===== src/rtl/ffba_ram.sv =====
// Generic single-write, single-read RAM with registered read data.
// No dependencies.
module ffba_ram #(
  parameter int unsigned WIDTH = 8,
  parameter int unsigned DEPTH = 16,
  parameter int unsigned AW    = (DEPTH > 1) ? $clog2(DEPTH) : 1
) (
  input  logic             clk_i,
  input  logic             we_i,
  input  logic [AW-1:0]    waddr_i,
  input  logic [WIDTH-1:0] wdata_i,
  input  logic [AW-1:0]    raddr_i,
  output logic [WIDTH-1:0] rdata_o
);

  logic [WIDTH-1:0] mem_q [DEPTH];

  always_ff @(posedge clk_i) begin
    if (we_i) begin
      mem_q[waddr_i] <= wdata_i;
    end
    rdata_o <= mem_q[raddr_i];
  end

endmodule


===== config.mk =====
export PLATFORM = sky130hd
export DESIGN_NAME = ffba_ram
export DESIGN_NICKNAME = d
export VERILOG_FILES = /design/src/rtl/ffba_ram.sv
export SDC_FILE = /design/constraint.sdc
export NUM_CORES = 1
export LEC_CHECK = 0
export ABC_AREA = 0
export BUFFER_PORTS_ARGS = -buffer_cell sky130_fd_sc_hd__buf_2
export CAP_MARGIN = 20
export CORE_MARGIN = 2
export CORE_UTILIZATION = 55
export CTS_CLUSTER_DIAMETER = 30
export DETAILED_ROUTE_END_ITERATION = 12
export PLACE_DENSITY = 0.71
export SLEW_MARGIN = 15
export SYNTH_ARGS = -nofsm -noshare
export SYNTH_HDL_FRONTEND = slang
export SYNTH_SLANG_ARGS = --single-unit
export TNS_END_PERCENT = 30

===== constraint.sdc =====
create_clock -name clk_i -period 3.9 [get_ports clk_i]
set_input_delay 0.39 -clock clk_i [delete_from_list [all_inputs] [get_ports clk_i]]
set_output_delay 0.39 -clock clk_i [all_outputs]
set_load 0.005 [all_outputs]

# Yosys cells after proc, flatten, opt, wreduce, memory -nomap -nowiden
# Memories as Yosys holds them, arrays and structs flattened. A register that Yosys moved wholly into a read port is not among the register bits.
# Cells that the tools add are included.
# classes
n_mux	2
# op_table
cell	n
$mux W1	2
# word_totals
input_bits	18
output_inout_bits	8
mem_bits_rw	128
elab_cells	3
ff_bits	0
memories	1
# memory_table
name	words	word_bits	read_ports	rd_clocked_by_memory_dff	write_ports	line_no	source
mem_q	16	8	1	1	1	16	logic [WIDTH-1:0] mem_q [DEPTH];

# Depth between registers and ports, before layout
# Gate-level depths: netlist (run 1).
# logic_depth
ltp_word	2
depth_mapped	5
mapped_depth_nobuf	3

# Worst setup path before layout (run 1)
# No wires, ideal clock.
# synth_path
path_type	input to register
from	input port waddr_i[2]
to	memory mem_q[0][0], enable pin
required_time_ns	3.517
arrival_ns	1.500
n_path_buf	0
slack_ns	2.017
stages	2
setup_time_ns	0.383
cell_sequence	or3b_2 > nor3_1
# synth_lines
item	line_no	source
from (decl)	10	input logic [AW-1:0] waddr_i,
to (decl)	16	
# Straight into the memory's write port.

==> qor.yml, run 1 <==
power_frac_seq: 0.488
clk_path_buf_depth: 2
cellPowerDensity_mw_per_mm2: 566.5
p_leak_uw: 0.001996
hold_class: "primary input to register"
synthSimpleGateAreaFrac: 0.03184
synth_area_leaders: "edfxtp_1, mux4_2, mux4_1, dfxtp_1, a22oi_1"
min_period_ns: 1.851
synth_top_family_by_area: "multiplexers"
p_total_uw: 3373
via_per_inst: 5.974
cts_resized: 0
htree_levels: 4
io_buffers: 25
r2r_slack_ns: 2.50
ys_warn_count: 0
cts-buffers-inserted: 17
critPathLaunchType: "primary input"
fin_skew_ns: 0.006835
crit_family: "buffers and inverters"
design.die.area_mm2: 0.01015
antenna_found_initial: 0
post-place-ws_ns: 1.496
synth_fa_ha_area_frac: 0
maxSlewHeadroom: 0.3252
cts-root-buf: "clkbuf_8"
critPathMaxFanout: 32
p_sw_uw: 683.4
grt_usage: 0.2056
setup_violations: 0
required_ns: 4.29
max_stage_delay_ns: 0.75
wire_per_inst_um: 23.99
worstMarginPinSlew_ns: 1.012
switching_share: 0.2026
yosys.area.top_type: "edfxtp_1"
cp.arrival_ns: 2.24
drive_above_1_share: 0.2832
final.period_utilization: 0.4746
syn_area_mm2: 0.005147
netlist_top_cells_count: "edfxtp_1, mux4_2, a22oi_1"
design.core.area_mm2: 0.009153
path_buf_inv: 1
die-height_um: 100.7
clk_pin_slew_worst_paths_ns: 0.06
slew_viol_final: 0
hold_viol: 0
wl_mm: 9.355
post_cts_buffers: 0
hold_buffers: 0
vias: 2330
place_hpwl_mm: 5.726
postSynthAreaPerCell_um2: 22.48
synth_flop_cell: "edfxtp_1"
clock_sinks: 136
setup_tns_ns: 0
crit_chain: "buf_2 -> mux4_1 -> a22oi_1 -> nand2_1"
fmax_ghz: 0.5403
synth_top_area_frac: 0.7467
grt_pass1_vias: 2474
first_iter_violations: 207
overflow: 0
num_io_pins: 26
peakVddDrop_v: 0.0003296
yosysMostFrequentCell: "edfxtp_1"
setup_slack_ns: 2.049
pwr-share-comb: 0.042
outcome: "complete, no violations"
synth_edf_count: 128
first_pass_iters: 4
synth_mux_area_frac: 0.1502
setup.worst_path.end_class: "register"
ys_ff_latch: 136
rsz0062_at_grt: "false"
ys_seq_area_frac: 0.7778
num_rows: 35
syn_inst: 229
synthXorXnorAreaFrac: 0
clock_latency_ns: 0.50
pwr-share-clk: 0.471
die_w_um: 100.7
grt_pass1_wl_mm: 14.23
cap_violations: 0
drc: 0
p_int_uw: 2690
area_growth_pct: 15.68
async_flop_share: 0
cts_tree: "yes"
synth_cell_type_count: 19
fin_util: 0.6506
slowest_stage: "buf_2"
worstSetupPathType: "primary input to register"
synth_compound_area_frac: 0.02333
syn_nets: 247
routabilityCongestion: 0.7798
fin_nets: 284
ant_nets: 0
grt_max_degree: 33
diodes: 0
start_util: 0.5624
cell type report:
type	count	area (um2)
Sequential cell	136	4004
Fill cell	594	3198
Multi-Input combinational cell	83	1062
Clock buffer	19	431.7
Clock inverter	13	170.2
Timing Repair Buffer	28	147.6
Tap cell	111	138.9
cell usage in the layout (no fill, tap or decap), types with 2 or more instances in the layout:
cell	count
edfxtp_1	128
buf_2	25
mux4_2	18
a22oi_1	16
clkbuf_16	16
mux4_1	14
nor2_1	13
nand2_1	9
dfxtp_1	8
clkinv_4	4
nor3_1	3
bufinv_16	3
clkinvlp_4	3
buf_4	3
nand3b_1	2
nand2b_1	2
clkbuf_8	2
inv_6	2
worst reg2reg max path: stages, from the launching register on:
cell and delay [ns]:
edfxtp_1 0.36, mux4_1 0.50, a22oi_1 0.34, nand2_1 0.08
sequential cells by signal, summed over array words and instances, names as in the netlist:
register and count:
mem_q 128, rdata_o 8
kinds of logic (layout without fill, tap and decap cells):
| family | Yosys count | in the layout |
|---|---|---|
| buffers and inverters | 10 | 60 |
| AND/OR/NAND/NOR | 35 | 35 |
| multiplexers | 32 | 32 |
| flip-flops | 136 | 136 |
| AO/OA/AOI/OAI | 16 | 16 |
stage by stage:
step | hold WS (ns) | instance area (um2) | cells
2_1_floorplan | 0.4889 | 5147 | 229
3_3_place_gp | 0.6497 | 5348 | 358
3_5_place_dp | 0.6622 | 5353 | 358
4_1_cts | 0.2465 | 5954 | 390
5_1_grt | 0.2588 | 5954 | 390
6_report | 0.2631 | 5954 | 390
path summary, 6_finish.rpt:
kind / from / depth (start not counted) / endpoint
setup / recovery: raddr_i[0] / 4 / rdata_o[5]$_DFF_P_
hold / removal: wdata_i[0] / 1 / mem_q[13][0]$_DFFE_PP_
setup reg to reg: mem_q[1][5]$_DFFE_PP_ / 3 / rdata_o[5]$_DFF_P_
hold reg to reg: mem_q[14][1]$_DFFE_PP_ / 3 / rdata_o[1]$_DFF_P_
per-layer routing:
| layer | vias up | GRT usage | share of wire |
|---|---|---|---|
| met5 | - | 0 | 0 |
| met4 | 0 | 0.06955 | 0.0086 |
| met3 | 6 | 0.04854 | 0.063 |
| met2 | 74 | 0.3174 | 0.51 |
| met1 | 1196 | 0.2944 | 0.42 |
| li1 | 1054 | - | - |
power groups by stage:
stage                     sequential, uW  combinational (uW)  clock [uW]
after floorplan                     1670                82.9           0
after global placement              1670                 138           0
after detailed placement            1680                 142           0
after CTS                           1650                 143        1610
after global routing                1650                 153        1660
final                               1640                 140        1590
(Power assumes the default switching activity.)
==> inputs of run 2 (changes only) <==
ABC_AREA = 1   (was 0)
PLACE_DENSITY = 0.7   (was 0.71)
clock period = 1.8 ns   (was 3.9 ns; I/O delays follow)
==> run 2 against run 1 <==
  * Clock skew rose by 0.0037 ns
  * Core utilization rose by 0.33 points
  * Largest power group is now the clock network
  * Sequential cell count did not move
  * Critical path type is now register to primary output
  * Wire length rose by 38%
  * Worst hold slack got worse by 0.24 ns
  * Count of clock-buffer cells in the layout did not move
==> qor.yml, run 2 <==
design.core.area_mm2: 0.01023  # was 0.009153 mm2
synth_area_leaders: "edfxtp_1, nand2_1, nand3_1, inv_1, dfxtp_1"  # was edfxtp_1, mux4_2, mux4_1, dfxtp_1, a22oi_1
critPathLaunchType: "register"  # was primary input
cellPowerDensity_mw_per_mm2: 1142  # was 566.5 mW/mm2
cap_violations: 0  # unchanged
pwr-share-comb: 0.056  # was 0.042
num_io_pins: 26  # unchanged
peakVddDrop_v: 0.0008167  # was 0.0003296 V
cts_resized: 0  # unchanged
clock_sinks: 136  # unchanged
post_cts_buffers: 0  # unchanged
final_common_cell: "nand2_1"  # was edfxtp_1
path_buf_inv: 1  # unchanged
critPathMaxFanout: 1  # was 32
p_int_uw: 6045  # was 2690 uW
fmax_ghz: 0.8732
p_leak_uw: 0.002923  # was 0.001996 uW
design.die.area_mm2: 0.01132  # was 0.01015 mm2
wl_mm: 12.90  # was 9.355 mm
diodes: 0  # unchanged
setup.worst_path.end_class: "primary output"  # was register
switching_share: 0.2085  # was 0.2026
power_frac_seq: 0.466  # was 0.488
clk_pin_slew_worst_paths_ns: 0.06  # about the same
cts-root-buf: "clkbuf_8"  # unchanged
cts-buffers-inserted: 17  # unchanged
ys_seq_area_frac: 0.6943  # was 0.7778
crit_family: "flip-flops"  # was buffers and inverters
min_period_ns: 1.145
setup_violations: 0  # unchanged
ys_warn_count: 0  # unchanged
clock_latency_ns: 0.52  # was 0.50 ns
overflow: 0  # unchanged
cts_tree: "yes"  # unchanged
final.period_utilization: 0.6362
routabilityCongestion: 0.8173  # was 0.7798
synth_top_area_frac: 0.6665  # was 0.7467
max_stage_delay_ns: 0.33  # was 0.75 ns
pwr-share-clk: 0.478  # was 0.471
yosysMostFrequentCell: "nand2_1"  # was edfxtp_1
grt_max_degree: 57  # was 33
worstSetupPathType: "register to primary output"  # was primary input to register
wire_per_inst_um: 17.41  # was 23.99 um
area_growth_pct: 16.01  # was 15.68%
die-height_um: 106.4  # was 100.7 um
drive_above_1_share: 0.1256  # was 0.2832
via_per_inst: 5.239  # was 5.974
worstMarginPinSlew_ns: 0.6531  # was 1.012 ns
synth_cell_type_count: 12  # was 19
ys_ff_latch: 136  # unchanged
yosys.area.top_type: "edfxtp_1"  # unchanged
vias: 3882  # was 2330
hold_buffers: 0  # unchanged
start_util: 0.5637  # was 0.5624
hold_class: "primary input to register"  # unchanged
largest_reg_flops: 128  # unchanged
setup_tns_ns: 0  # unchanged
first_pass_iters: 5  # was 4
slowest_stage: "dfxtp_1"  # was buf_2
place_hpwl_mm: 7.671  # was 5.726 mm
io_buffers: 25  # unchanged
rsz0062_at_grt: "false"  # unchanged
clk_path_buf_depth: 2  # unchanged
reg_top3: "mem_q x128, rdata_o x8"  # unchanged
async_flop_share: 0  # unchanged
grt_pass1_vias: 3853  # was 2474
grt_pass1_wl_mm: 20.26  # was 14.23 mm
largest_register: "mem_q"  # unchanged
antenna_found_initial: 0  # unchanged
syn_nets: 569  # was 247
hold_viol: 0  # unchanged
required_ns: 1.62  # was 4.29 ns
slew_viol_final: 0  # unchanged
fin_nets: 610  # was 284
die_w_um: 106.4  # was 100.7 um
drc: 0  # unchanged
maxSlewHeadroom: 0.5639  # was 0.3252
num_rows: 37  # was 35
syn_inst: 551  # was 229
outcome: "complete, no violations"  # unchanged
netlist_top_cells_count: "nand2_1, edfxtp_1, inv_1"  # was edfxtp_1, mux4_2, a22oi_1
first_iter_violations: 308  # was 207
synth_flop_cell: "edfxtp_1"  # unchanged
synth_edf_count: 128  # unchanged
p_sw_uw: 1593  # was 683.4 uW
syn_area_mm2: 0.005767  # was 0.005147 mm2
grt_usage: 0.2470  # was 0.2056
cp.arrival_ns: 0.97  # was 2.24 ns
fin_skew_ns: 0.01049  # was 0.006835 ns
crit_chain: "buf_2"  # was buf_2 -> mux4_1 -> a22oi_1 -> nand2_1
ant_nets: 0  # unchanged
htree_levels: 4  # unchanged
holdWs_ns: 0.02299  # was 0.2631 ns
most-common-layout-cells: "nand2_1, edfxtp_1, inv_1"  # was edfxtp_1, buf_2, mux4_2
postSynthAreaPerCell_um2: 10.47  # was 22.48 um2
## run 2: cell types whose count changed after synthesis, moves of 4 or more
cell,delta
nand2_1,+164
inv_1,+100
nand3_1,+96
mux4_2,-18
a22oi_1,-16
mux4_1,-14
buf_2,+10
nor2_1,+4
nor3_1,-4
## run 2: power groups by stage
| stage | Clock (uW) | Sequential, uW | Combinational (uW) |
|---|---|---|---|
| final | 3650 | 3560 | 428 |
| after CTS | 3690 | 3560 | 429 |
| after floorplan | 0 | 3630 | 250 |
| after detailed placement | 0 | 3630 | 423 |
| after global routing | 3820 | 3570 | 474 |
| after global placement | 0 | 3620 | 414 |
## run 2: metrics by stage
step	std cells	utilization	power, uW	setup WS, ns	area [um2]
global placement	709	0.5929	4038	0.3264	6066
finish	741	0.6539	7638	0.6548	6690
global route	741	0.6539	7857	0.6304	6690
detailed placement	709	0.5929	4050	0.3254	6066
floorplan	551	-	3875	0.6692	5767
CTS	741	0.6539	7676	0.6428	6690
## run 2: path summary, 6_finish.rpt
path	startpoint	to	slack, ns	cells past startpoint
worst min-delay path	raddr_i[3]	rdata_o[7]$_DFF_P_	0.02	3
worst min register to register	mem_q[12][5]$_DFFE_PP_	rdata_o[5]$_DFF_P_	0.68	6
worst max-delay path	rdata_o[1]$_DFF_P_	rdata_o[1]	0.65	1
worst max register to register	mem_q[9][1]$_DFFE_PP_	rdata_o[1]$_DFF_P_	0.75	6
## run 2: cell families (layout without fill, tap and decap cells)
family        Yosys count  in the layout  share of synthesized area
simple gates          289            289                     0.2105
flops                 136            136                     0.6943
buf+inv               126            180                    0.09525
## run 2: cell type report
| type | instances | area, um2 |
|---|---|---|
| Sequential cell | 136 | 4004 |
| Fill cell | 789 | 3541 |
| Multi-Input combinational cell | 289 | 1214 |
| Clock buffer | 19 | 421.7 |
| Inverter | 102 | 382.9 |
| Timing Repair Buffer | 46 | 295.3 |
| Clock inverter | 13 | 202.7 |
| Tap cell | 136 | 170.2 |
## run 2: layer usage
layer / track usage / wire, um
met5: 0 / 0
met4: 0.1250 / 422
met3: 0.04905 / 874
met2: 0.3892 / 6411
met1: 0.3283 / 5191
## run 2: worst min-delay path: stages
cell and delay (ns):
buf_2 0.17, nand3_1 0.10, nand2_1 0.04
